### src/design/wfba_pkg.sv
// ----------------------------------------------------------------------------
// wfba_pkg
// Shared types, constants and helpers for the worst-fit block allocator.
// ----------------------------------------------------------------------------
package wfba_pkg;

    localparam int MAX_ENTRIES = 16;
    localparam int SIZE_BITS   = 16;

    localparam int IDX_W   = (MAX_ENTRIES > 1) ? $clog2(MAX_ENTRIES) : 1;
    localparam int CNT_W   = $clog2(MAX_ENTRIES + 1);
    localparam int FIELD_W = 16;
    localparam int BLK_W   = 4;
    localparam int CFG_W   = 5;

    typedef enum logic [1:0] {
        OP_LOAD  = 2'd0,
        OP_ALLOC = 2'd1,
        OP_READ  = 2'd2
    } t_op;

    typedef enum logic [1:0] {
        ST_ALLOC = 2'd0,
        ST_NOFIT = 2'd1,
        ST_READ  = 2'd2
    } t_status;

    typedef enum logic [2:0] {
        S_IDLE,
        S_SCAN,
        S_PICK,
        S_COMMIT,
        S_READ,
        S_EMIT
    } t_state;

    typedef struct packed {
        logic [SIZE_BITS-1:0] orig;
        logic [SIZE_BITS-1:0] rem;
        logic                 taken;
    } t_entry;

    typedef struct packed {
        logic             en;
        logic [IDX_W-1:0] addr;
        t_entry           data;
    } t_wr;

    typedef struct packed {
        logic fits;
        logic better;
    } t_cmp;

    function automatic logic [SIZE_BITS-1:0] field_to_size(input logic [FIELD_W-1:0] v);
        logic [31:0] w;
        w = 32'(v);
        return w[SIZE_BITS-1:0];
    endfunction

    function automatic logic [FIELD_W-1:0] size_to_field(input logic [SIZE_BITS-1:0] v);
        logic [31:0] w;
        w = 32'(v);
        return w[FIELD_W-1:0];
    endfunction

    function automatic logic [IDX_W-1:0] blk_to_idx(input logic [BLK_W-1:0] v);
        logic [31:0] w;
        w = 32'(v);
        return w[IDX_W-1:0];
    endfunction

    function automatic logic [BLK_W-1:0] idx_to_blk(input logic [IDX_W-1:0] v);
        logic [31:0] w;
        w = 32'(v);
        return w[BLK_W-1:0];
    endfunction

    function automatic logic blk_in_range(input logic [BLK_W-1:0] v);
        return 32'(v) < MAX_ENTRIES;
    endfunction

endpackage

### src/design/wfba_table.sv
// ----------------------------------------------------------------------------
// wfba_table
// Block table with one write port, one registered read port and per-entry
// valid bits that make unwritten entries read as zero after reset.
// ----------------------------------------------------------------------------
module wfba_table
    import wfba_pkg::*;
(
    input  logic             i_clk,
    input  logic             i_rst_n,
    input  t_wr              i_wr,
    input  logic [IDX_W-1:0] i_rd_addr,
    output t_entry           o_rd_data
);

    t_entry                 r_mem [MAX_ENTRIES];
    logic [MAX_ENTRIES-1:0] r_valid;
    t_entry                 r_rd_data;

    always_ff @(posedge i_clk) begin
        if (!i_rst_n) begin
            r_valid <= '0;
        end else if (i_wr.en && (32'(i_wr.addr) < MAX_ENTRIES)) begin
            r_valid[i_wr.addr] <= 1'b1;
        end
    end

    always_ff @(posedge i_clk) begin
        if (i_wr.en && (32'(i_wr.addr) < MAX_ENTRIES)) begin
            r_mem[i_wr.addr] <= i_wr.data;
        end
    end

    always_ff @(posedge i_clk) begin
        if ((32'(i_rd_addr) < MAX_ENTRIES) && r_valid[i_rd_addr]) begin
            r_rd_data <= r_mem[i_rd_addr];
        end else begin
            r_rd_data <= '0;
        end
    end

    assign o_rd_data = r_rd_data;

endmodule

### src/design/wfba_cmp.sv
// ----------------------------------------------------------------------------
// wfba_cmp
// Shared compare and subtract unit: fit test and remainder against the
// request, and ranking against the best candidate so far.
// ----------------------------------------------------------------------------
module wfba_cmp
    import wfba_pkg::*;
(
    input  logic [SIZE_BITS-1:0] i_cand,
    input  logic [SIZE_BITS-1:0] i_req,
    input  logic [SIZE_BITS-1:0] i_best,
    input  logic                 i_found,
    output t_cmp                 o_cmp,
    output logic [SIZE_BITS-1:0] o_diff
);

    logic [SIZE_BITS:0] diff_ext;

    assign diff_ext     = {1'b0, i_cand} - {1'b0, i_req};
    assign o_diff       = diff_ext[SIZE_BITS-1:0];
    assign o_cmp.fits   = ~diff_ext[SIZE_BITS];
    assign o_cmp.better = ~i_found || (i_cand > i_best);

endmodule

### src/design/worst_fit_block_allocator.sv
// ----------------------------------------------------------------------------
// worst_fit_block_allocator
// Worst-fit allocator over a small block table, driven by a scan sequencer.
// ----------------------------------------------------------------------------
// Input beats carry an op in tuser and block index plus size in tdata. A load
// writes one entry in the accept cycle and gives no result, so loads can follow
// back to back. A read takes the registered table read, then the S_READ and
// S_EMIT states, before its result enters the output register. An allocate
// scans the first blocks_in_use entries one per cycle through the shared
// compare unit, then passes S_PICK, S_COMMIT when a block is found, and
// S_EMIT; on no fit, or when blocks_in_use is zero, it skips S_COMMIT.
// Only one beat is in work at a time; tready is high while the sequencer is
// idle. Results leave through an output register, so a new beat is taken while
// a result waits; when the receiver stalls and a second result is finished,
// the sequencer holds it until the output register is free.
// The configuration register is written whenever the write enable is high.
// Reset clears the table valid bits, the register and the control state, so
// every entry reads as zero until it is loaded.
// ----------------------------------------------------------------------------
module worst_fit_block_allocator
    import wfba_pkg::*;
(
    input  logic             i_clk,
    input  logic             i_rst_n,
    input  logic             i_s_axis_tvalid,
    output logic             o_s_axis_tready,
    input  logic [23:0]      i_s_axis_tdata,  // block_index, size_value, zero fill
    input  logic [1:0]       i_s_axis_tuser,  // op
    output logic             o_m_axis_tvalid,
    input  logic             i_m_axis_tready,
    output logic [39:0]      o_m_axis_tdata,  // chosen_block, original_size,
                                              // remaining_size, allocated_flag
    output logic [1:0]       o_m_axis_tuser,  // status
    input  logic             i_cfg_we,
    input  logic [CFG_W-1:0] i_cfg_wdata
);

    t_state               r_state, n_state;
    logic [CFG_W-1:0]     r_cfg;
    logic [BLK_W-1:0]     r_blk, n_blk;
    logic [SIZE_BITS-1:0] r_size, n_size;
    logic [CNT_W-1:0]     r_limit, n_limit;
    logic [CNT_W-1:0]     r_scan, n_scan;
    logic                 r_pend, n_pend;
    logic [IDX_W-1:0]     r_pend_idx, n_pend_idx;
    logic                 r_found, n_found;
    logic [IDX_W-1:0]     r_best, n_best;
    logic [SIZE_BITS-1:0] r_best_rem, n_best_rem;
    t_status              r_res_st, n_res_st;
    logic [39:0]          r_res_data, n_res_data;
    logic                 r_out_valid, n_out_valid;
    t_status              r_out_st, n_out_st;
    logic [39:0]          r_out_data, n_out_data;

    logic                 accept;
    logic [BLK_W-1:0]     in_blk;
    logic [FIELD_W-1:0]   in_size;
    t_op                  in_op;
    logic [CNT_W-1:0]     cfg_limit;
    logic [IDX_W-1:0]     rd_addr;
    t_entry               rd_data;
    t_wr                  wr;
    t_cmp                 cmp;
    logic [SIZE_BITS-1:0] diff;

    assign in_blk          = i_s_axis_tdata[3:0];
    assign in_size         = i_s_axis_tdata[19:4];
    assign in_op           = t_op'(i_s_axis_tuser);
    assign o_s_axis_tready = (r_state == S_IDLE);
    assign accept          = i_s_axis_tvalid && o_s_axis_tready;
    assign cfg_limit       = (32'(r_cfg) > MAX_ENTRIES) ? CNT_W'(MAX_ENTRIES)
                                                        : CNT_W'(r_cfg);

    wfba_table u_table (
        .i_clk     (i_clk),
        .i_rst_n   (i_rst_n),
        .i_wr      (wr),
        .i_rd_addr (rd_addr),
        .o_rd_data (rd_data)
    );

    wfba_cmp u_cmp (
        .i_cand  (rd_data.rem),
        .i_req   (r_size),
        .i_best  (r_best_rem),
        .i_found (r_found),
        .o_cmp   (cmp),
        .o_diff  (diff)
    );

    always_ff @(posedge i_clk) begin
        if (!i_rst_n) begin
            r_state     <= S_IDLE;
            r_cfg       <= '0;
            r_pend      <= 1'b0;
            r_found     <= 1'b0;
            r_out_valid <= 1'b0;
        end else begin
            r_state     <= n_state;
            r_pend      <= n_pend;
            r_found     <= n_found;
            r_out_valid <= n_out_valid;
            if (i_cfg_we) begin
                r_cfg <= i_cfg_wdata;
            end
        end
    end

    always_ff @(posedge i_clk) begin
        r_blk      <= n_blk;
        r_size     <= n_size;
        r_limit    <= n_limit;
        r_scan     <= n_scan;
        r_pend_idx <= n_pend_idx;
        r_best     <= n_best;
        r_best_rem <= n_best_rem;
        r_res_st   <= n_res_st;
        r_res_data <= n_res_data;
        r_out_st   <= n_out_st;
        r_out_data <= n_out_data;
    end

    always_comb begin
        n_state     = r_state;
        n_blk       = r_blk;
        n_size      = r_size;
        n_limit     = r_limit;
        n_scan      = r_scan;
        n_pend      = 1'b0;
        n_pend_idx  = r_pend_idx;
        n_found     = r_found;
        n_best      = r_best;
        n_best_rem  = r_best_rem;
        n_res_st    = r_res_st;
        n_res_data  = r_res_data;
        n_out_valid = r_out_valid && !i_m_axis_tready;
        n_out_st    = r_out_st;
        n_out_data  = r_out_data;
        rd_addr     = blk_to_idx(in_blk);
        wr          = '0;

        case (r_state)
            S_IDLE: begin
                if (accept) begin
                    n_blk  = in_blk;
                    n_size = field_to_size(in_size);
                    case (in_op)
                        OP_LOAD: begin
                            wr.en        = blk_in_range(in_blk);
                            wr.addr      = blk_to_idx(in_blk);
                            wr.data.orig = field_to_size(in_size);
                            wr.data.rem  = field_to_size(in_size);
                        end
                        OP_ALLOC: begin
                            n_limit = cfg_limit;
                            n_scan  = '0;
                            n_found = 1'b0;
                            n_state = S_SCAN;
                        end
                        OP_READ: begin
                            n_state = S_READ;
                        end
                        default: begin
                        end
                    endcase
                end
            end
            S_SCAN: begin
                rd_addr = r_scan[IDX_W-1:0];
                if (r_scan < r_limit) begin
                    n_pend     = 1'b1;
                    n_pend_idx = r_scan[IDX_W-1:0];
                    n_scan     = r_scan + CNT_W'(1);
                end
                if (r_pend && !rd_data.taken && cmp.fits && cmp.better) begin
                    n_found    = 1'b1;
                    n_best     = r_pend_idx;
                    n_best_rem = rd_data.rem;
                end
                if (!(r_scan < r_limit) && !r_pend) begin
                    n_state = S_PICK;
                end
            end
            S_PICK: begin
                rd_addr = r_best;
                if (r_found) begin
                    n_state = S_COMMIT;
                end else begin
                    n_res_st   = ST_NOFIT;
                    n_res_data = '0;
                    n_state    = S_EMIT;
                end
            end
            S_COMMIT: begin
                rd_addr       = r_best;
                wr.en         = 1'b1;
                wr.addr       = r_best;
                wr.data.orig  = rd_data.orig;
                wr.data.rem   = diff;
                wr.data.taken = 1'b1;
                n_res_st      = ST_ALLOC;
                n_res_data    = {3'b000, 1'b1, size_to_field(diff),
                                 size_to_field(rd_data.orig), idx_to_blk(r_best)};
                n_state       = S_EMIT;
            end
            S_READ: begin
                rd_addr  = blk_to_idx(r_blk);
                n_res_st = ST_READ;
                if (blk_in_range(r_blk)) begin
                    n_res_data = {3'b000, rd_data.taken, size_to_field(rd_data.rem),
                                  size_to_field(rd_data.orig), r_blk};
                end else begin
                    n_res_data = {36'd0, r_blk};
                end
                n_state = S_EMIT;
            end
            S_EMIT: begin
                if (!r_out_valid || i_m_axis_tready) begin
                    n_out_valid = 1'b1;
                    n_out_st    = r_res_st;
                    n_out_data  = r_res_data;
                    n_state     = S_IDLE;
                end
            end
            default: begin
                n_state = S_IDLE;
            end
        endcase
    end

    assign o_m_axis_tvalid = r_out_valid;
    assign o_m_axis_tuser  = r_out_st;
    assign o_m_axis_tdata  = r_out_data;

    a_best_in_range: assert property (@(posedge i_clk) disable iff (!i_rst_n)
        (r_found && (r_state == S_SCAN || r_state == S_PICK)) |-> (32'(r_best) < 32'(r_limit)))
        else $error("best block lies outside the search range");

    a_scan_bound: assert property (@(posedge i_clk) disable iff (!i_rst_n)
        (r_state == S_SCAN) |-> (r_scan <= r_limit))
        else $error("scan counter ran past the search limit");

    a_commit_to_emit: assert property (@(posedge i_clk) disable iff (!i_rst_n)
        (r_state == S_COMMIT) |=> (r_state == S_EMIT))
        else $error("commit did not hand its result to the output stage");

    a_alloc_flag: assert property (@(posedge i_clk) disable iff (!i_rst_n)
        (o_m_axis_tvalid && (o_m_axis_tuser == ST_ALLOC)) |-> o_m_axis_tdata[36])
        else $error("allocated beat without its allocated mark");

endmodule
### config.mk
export PLATFORM = sky130hd
export DESIGN_NAME = worst_fit_block_allocator
export DESIGN_NICKNAME = d
export VERILOG_FILES = /design/src/design/wfba_pkg.sv /design/src/design/wfba_table.sv /design/src/design/wfba_cmp.sv /design/src/design/worst_fit_block_allocator.sv
export SDC_FILE = /design/constraint.sdc
export NUM_CORES = 1
export LEC_CHECK = 0
export BUFFER_PORTS_ARGS = -buffer_cell sky130_fd_sc_hd__buf_2
export CORE_ASPECT_RATIO = 0.9
export CORE_MARGIN = 3
export CORE_UTILIZATION = 31
export CTS_CLUSTER_DIAMETER = 200
export CTS_CLUSTER_SIZE = 25
export DETAILED_ROUTE_END_ITERATION = 8
export GPL_ROUTABILITY_DRIVEN = 0
export SYNTH_ARGS = -nofsm -noshare
export SYNTH_HDL_FRONTEND = slang
export SYNTH_SLANG_ARGS = --single-unit
### constraint.sdc
create_clock -name i_clk -period 6.42 [get_ports i_clk]
set_input_delay 0.642 -clock i_clk [delete_from_list [all_inputs] [get_ports i_clk]]
set_output_delay 0.642 -clock i_clk [all_outputs]
set_load 0.01 [all_outputs]
==> results_dict.tcl, run 1 <==
set metrics [dict create \
    outcome "finished clean" \
    first_pass_iters 7 \
    max_slew_margin 0.198 \
    setup_viol 0 \
    cts_tree "done" \
    yosys_warnings 0 \
    drt_iter0_drc 1922 \
    yosysSeqAreaShare 0.730 \
    num_antenna_cells 0 \
    root_buffer "clkbuf_16" \
    dp_hpwl_mm 42.7 \
    synth-edff-count 660 \
    insertion_delay_ps 590 \
    grt_pass1_vias 17100 \
    final.min_clock_period_ps 4180 \
    rsz0062_at_grt "no" \
    drc 0 \
    syn_inst 2247 \
    clock_power_share 0.234 \
    path_class "register to register" \
    cts_resized 0 \
    p_switching_mw 3.44 \
    synth_cell_types 61 \
    internal_power_mw 7.26 \
    numCtsBuffers 34 \
    wl_per_cell_um 22.1 \
    switching_share 0.321 \
    grt_pass1_wl_mm 114 \
    min_path_type "input port to register" \
    clock_path_buffers 3 \
    wl_met3_mm 5.57 \
    row_count 105 \
    dp.cells 3469 \
    grt_max_degree 211 \
    crit_fanout 174 \
    area_growth_pct 10.3 \
    p_leak_nw 10.8 \
    combinationalPowerShare 0.246 \
    drt_wl_total_mm 77.9 \
    post_cts_buffers 0 \
    regArea_um2 21000 \
    ant_nets 0 \
    drive_gt1_frac 0.0847 \
    vdd_drop_max_uv 296 \
    final_cells 3531 \
    cts.clk_slew.worst_paths_ps 100 \
    avgSynthCellArea_um2 12.8 \
    wl_met1_mm 32.2 \
    wl_met2_mm 38.2 \
    htreeDepth 2 \
    drv_slew 0 \
    core_area_um2 91600 \
    fillers 8798 \
    endpoint_kind "register" \
    synthFlopType "edfxtp_1" \
    grtUsageTotal 0.158 \
    vias 18100 \
    max_freq_ghz 0.239 \
    async_flop_share 0 \
    top_layer "met5" \
    seq_power_share 0.520 \
    io_buffers 72 \
    ctsHoldBuffers 0 \
    start_util 0.314 \
    multi_input_area_um2 7210 \
    dieHeight_um 295 \
    syn_area_um2 28800 \
    critPathLaunchType "register" \
    cp.required_ps 6910 \
    ys_ff_latch 720 \
    fin_crit_sh 0.650 \
    final_nets 2349 \
    die_x_um 327 \
    final.setup.tns_ps 0 \
    maxCapViolations 0 \
    dieArea_um2 96600 \
    clock_sinks 720 \
    antenna_found_initial 1 \
    arrival_ps 4660 \
    finClkSkew_ps 18.4 \
    utilization 0.347 \
    tightest_slew_ps 1200 \
    power_density_nw_per_um2 337 \
    finalHoldViolations 0 \
    grt_overflow_total 0 \
    avgViaCountPerCell 5.13 \
    io_pins 80 \
]
## synthesized netlist by cell type, drive strengths merged (3+ instances only)
master,n,area share
edfxtp,660,0.69
nand2,528,0.069
a21oi,212,0.037
nor2,130,0.017
o21ai,103,0.018
clkbuf,81,0.011
a31oi,69,0.015
dfxtp,60,0.042
inv,55,0.0072
buf,47,0.0083
a22oi,38,0.0099
ha,37,0.016
a32oi,32,0.0097
nor2b,25,0.0054
mux2i,22,0.0076
a21o,14,0.0037
o21a,13,0.0034
a22o,11,0.0033
a211oi,10,0.0028
xnor2,10,0.0030
nand3,9,0.0016
and3,7,0.0015
nand2b,7,0.0015
nor3,7,0.0014
mux2,6,0.0023
and2,4,0.00087
nand4,4,0.00087
nor3b,4,0.0010
xor2,4,0.0012
a221oi,3,0.00091
o211ai,3,0.00078
o21bai,3,0.00078
## per-stage QoR
stage / setup slack, ps / hold WS, ps / instance area (um^2) / power, mW
finish: 2240 / 284 / 31700 / 10.7
global route: 2060 / 252 / 31700 / 11.2
CTS: 2350 / 246 / 31700 / 10.7
detailed placement: 2280 / 405 / 30700 / 8.27
global placement: 2320 / 401 / 30700 / 8.22
floorplan: 2510 / 400 / 28800 / 7.38
## worst max-delay path: stages, from the launching register on
cell	delay, ps
dfxtp_1	760
clkinv_1	510
a21oi_4	790
or2_4	510
buf_12	480
nand2_1	120
a21oi_1	190
nor2_1	70
a32oi_1	220
## registers in the layout (all words and copies together), names as in the netlist, 5 cells and up
name	count
o_m_axis_tdata	37
r_best_rem	16
r_cfg	5
r_limit	5
r_res_data	37
r_scan	5
r_size	16
u_table.o_rd_data	33
u_table.r_mem	528
u_table.r_valid	16
## kinds of logic (layout without fill, tap and decap cells)
group / Yosys count / after routing / synth area share
multiplexers: 28 / 28 / 0.0100
AND/OR/NAND/NOR: 734 / 734 / 0.102
flip-flops: 720 / 720 / 0.730
XOR/XNOR: 14 / 14 / 0.00426
adder cells (fa/ha/maj): 38 / 38 / 0.0168
buffers and inverters: 185 / 237 / 0.0263
other: 1 / 3 / 0.000130
AO/OA/AOI/OAI: 527 / 527 / 0.110
## worst paths after layout
check                          from                     to  slack (ps)  cells after the start
hold reg to reg       r_res_data[8]      o_m_axis_tdata[8]         430                      0
setup / recovery         r_state[2]  u_table.o_rd_data[13]        2240                      8
setup reg to reg         r_state[2]  u_table.o_rd_data[13]        2240                      8
hold / removal    i_s_axis_tdata[8]              r_size[4]         280                      1
## cell usage in the layout (no fill, tap or decap), drive strengths merged, types with 4 or more instances in the layout
master,count
nand2b,7
nand2,528
a21o,14
a32oi,32
o21a,13
nor2,130
nand4,4
a211oi,10
a21oi,212
and2,4
nor2b,25
ha,37
dfxtp,60
buf,118
and3,7
xnor2,10
xor2,4
edfxtp,660
nor3b,4
nor3,7
clkbuf,61
a22oi,38
nand3,9
inv,56
a31oi,69
o21ai,103
mux2,6
mux2i,22
a22o,11
## routing by layer
metal | track usage | vias to the layer above
met5 | 0 | -
met4 | 0.0447 | 2
met3 | 0.0196 | 108
met2 | 0.274 | 760
met1 | 0.210 | 9064
li1 | - | 8190
## power groups by stage
stage	sequential [mW]	clock [mW]	combinational [mW]
after floorplan	5.58	0	1.81
after global placement	5.66	0	2.56
after detailed placement	5.67	0	2.60
after CTS	5.56	2.56	2.61
after global routing	5.58	2.73	2.88
final	5.57	2.50	2.63
## final cells by class
cell class / instances / share of cell area
inverters: 57 / 0.00674
well taps: 1230 / 0.0485
repair buffers: 118 / 0.0230
flip-flops and latches: 720 / 0.662
multi-input cells: 1344 / 0.227
clock buffers: 61 / 0.0320
clock inverters: 1 / 0.000197
Note: power is estimated with default switching activity, not from simulation.
==> inputs of run 2 (changes only) <==
==> constraint.sdc (replaced) <==
create_clock -name i_clk -period 3.3 [get_ports i_clk]
set_input_delay 0.33 -clock i_clk [delete_from_list [all_inputs] [get_ports i_clk]]
set_output_delay 0.33 -clock i_clk [all_outputs]
set_load 0.01 [all_outputs]
==> results_dict.tcl, run 2 (synthesis gave the netlist of run 1 again) <==
set metrics [dict create \
    seq_power_share 0.510 \
    dieHeight_um 295 \
    start_util 0.314 \
    outcome "finished clean" \
    fillers 8724 \
    area_growth_pct 13.8 \
    post_cts_buffers 0 \
    p_leak_nw 11.3 \
    root_buffer "clkbuf_16" \
    power_density_nw_per_um2 647 \
    endpoint_kind "register" \
    vdd_drop_max_uv 426 \
    regMostFlops "u_table.r_mem" \
    cp_cell_sequence "buf_4, nor2_1, mux2_1, mux2_2, mux2i_1, a221oi_1, o21ai_4, buf_12, a32oi_1" \
    grt_max_degree 110 \
    core_area_um2 91600 \
    die_x_um 327 \
    finClkSkew_ps 26.1 \
    avgViaCountPerCell 5.13 \
    mostFrequentLayoutCells "edfxtp_1, nand2_1, a21oi_1" \
    row_count 105 \
    internal_power_mw 14.4 \
    first_pass_iters 5 \
    crit_fanout 15 \
    rsz0062_at_grt "no" \
    clock_sinks 720 \
    drv_slew 0 \
    fin_ws_ps 92.2 \
    htreeDepth 2 \
    grt_overflow_total 0 \
    drive_gt1_frac 0.105 \
    drt_iter0_drc 2299 \
    maxCapViolations 0 \
    max_freq_ghz 0.312 \
    final.min_clock_period_ps 3210 \
    vias 18500 \
    grt_pass1_vias 17600 \
    largest_register_ffs 528 \
    place_ws_ps 95.7 \
    dp_hpwl_mm 46.9 \
    switching_share 0.322 \
    ant_nets 0 \
    clock_path_buffers 3 \
    grtUsageTotal 0.159 \
    clock_power_share 0.228 \
    cp_top_family "compound AO/OA/AOI/OAI gates" \
    drc 0 \
    combinationalPowerShare 0.262 \
    tightest_slew_ps 1000 \
    path_class "register to register" \
    fin_crit_sh 0.972 \
    final.setup.tns_ps 0 \
    dieArea_um2 96600 \
    max_slew_margin 0.328 \
    p_switching_mw 6.83 \
    slowest_stage "a221oi_1" \
    min_path_type "input port to register" \
    finalHoldViolations 0 \
    crit_path_max_incr_delay_ps 470 \
    cts_tree "done" \
    setup_viol 0 \
    drt_wl_total_mm 78.9 \
    grt_pass1_wl_mm 115 \
    cp.required_ps 3710 \
    wl_per_cell_um 21.9 \
    antenna_found_initial 3 \
    critPathLaunchType "register" \
    numCtsBuffers 34 \
    cts.clk_slew.worst_paths_ps 100 \
    io_buffers 72 \
    insertion_delay_ps 590 \
    final_nets 2418 \
    arrival_ps 3620 \
    crit_buf_inv 2 \
    io_pins 80 \
    final_common_cell "edfxtp_1" \
]
==> run 2: changes by cell type in the layout (fill, tap and decap cells not counted), sizes merged <==
cell | before | now
buf | 118 | 169
dlygate4sd3 | 0 | 18
diode | 0 | 2
==> run 2: layout make-up <==
type / count / area (um^2) / area share
Antenna cell: 2 / 5.00 / 0.000153
Clock buffer: 61 / 1020 / 0.0310
Clock inverter: 1 / 6.26 / 0.000191
Inverter: 57 / 214 / 0.00653
Multi-Input combinational cell: 1344 / 7230 / 0.221
Sequential cell: 720 / 21000 / 0.642
Tap cell: 1230 / 1540 / 0.0470
Timing Repair Buffer: 187 / 1720 / 0.0525
==> run 2: what timing repair did <==
item                                    in CTS  in global routing
endpoints found under the setup margin       0                 53
hold buffers                                18                  0
gates resized for setup                      0                  4
hold endpoints to repair                    18                  0
==> run 2: final timing paths <==
kind	start	end	slack, ps	depth (start not counted)
worst min-delay path	i_s_axis_tdata[6]	r_size[2]	30	1
worst max register to register	r_state[1]	u_table.o_rd_data[7]	90	9
worst max-delay path	r_state[1]	u_table.o_rd_data[7]	90	9
worst min register to register	r_res_data[16]	o_m_axis_tdata[16]	420	0
==> run 2: per-stage QoR <==
| stage | cells | total power, mW | utilization | hold slack, ps | area [um^2] |
|---|---|---|---|---|---|
| 6_report | 3602 | 21.2 | 0.358 | 32.7 | 32800 |
| 5_1_grt | 3601 | 22.2 | 0.358 | 9.74 | 32700 |
| 4_1_cts | 3600 | 21.2 | 0.357 | 8.31 | 32700 |
| 3_5_place_dp | 3520 | 16.5 | 0.344 | 407 | 31500 |
| 3_3_place_gp | 3520 | 16.3 | 0.344 | 403 | 31500 |
| 2_1_floorplan | 2249 | 14.4 | - | 400 | 28800 |
==> run 2: power by group through the flow <==
stage / Clock, mW / Sequential [mW] / Combinational [mW]
after global routing: 5.28 / 10.8 / 6.05
after detailed placement: 0 / 11.0 / 5.46
after global placement: 0 / 11.0 / 5.35
after CTS: 4.95 / 10.8 / 5.50
after floorplan: 0 / 10.8 / 3.52
final: 4.83 / 10.8 / 5.55
==> run 2: per-layer routing <==
metal  vias to the layer above  global-route usage  share of wire
met5                         -                   0        0.00010
met4                         2              0.0440          0.024
met3                       101              0.0214          0.082
met2                       862               0.258           0.47
met1                      9170               0.225           0.43
li1                       8340                   -              -
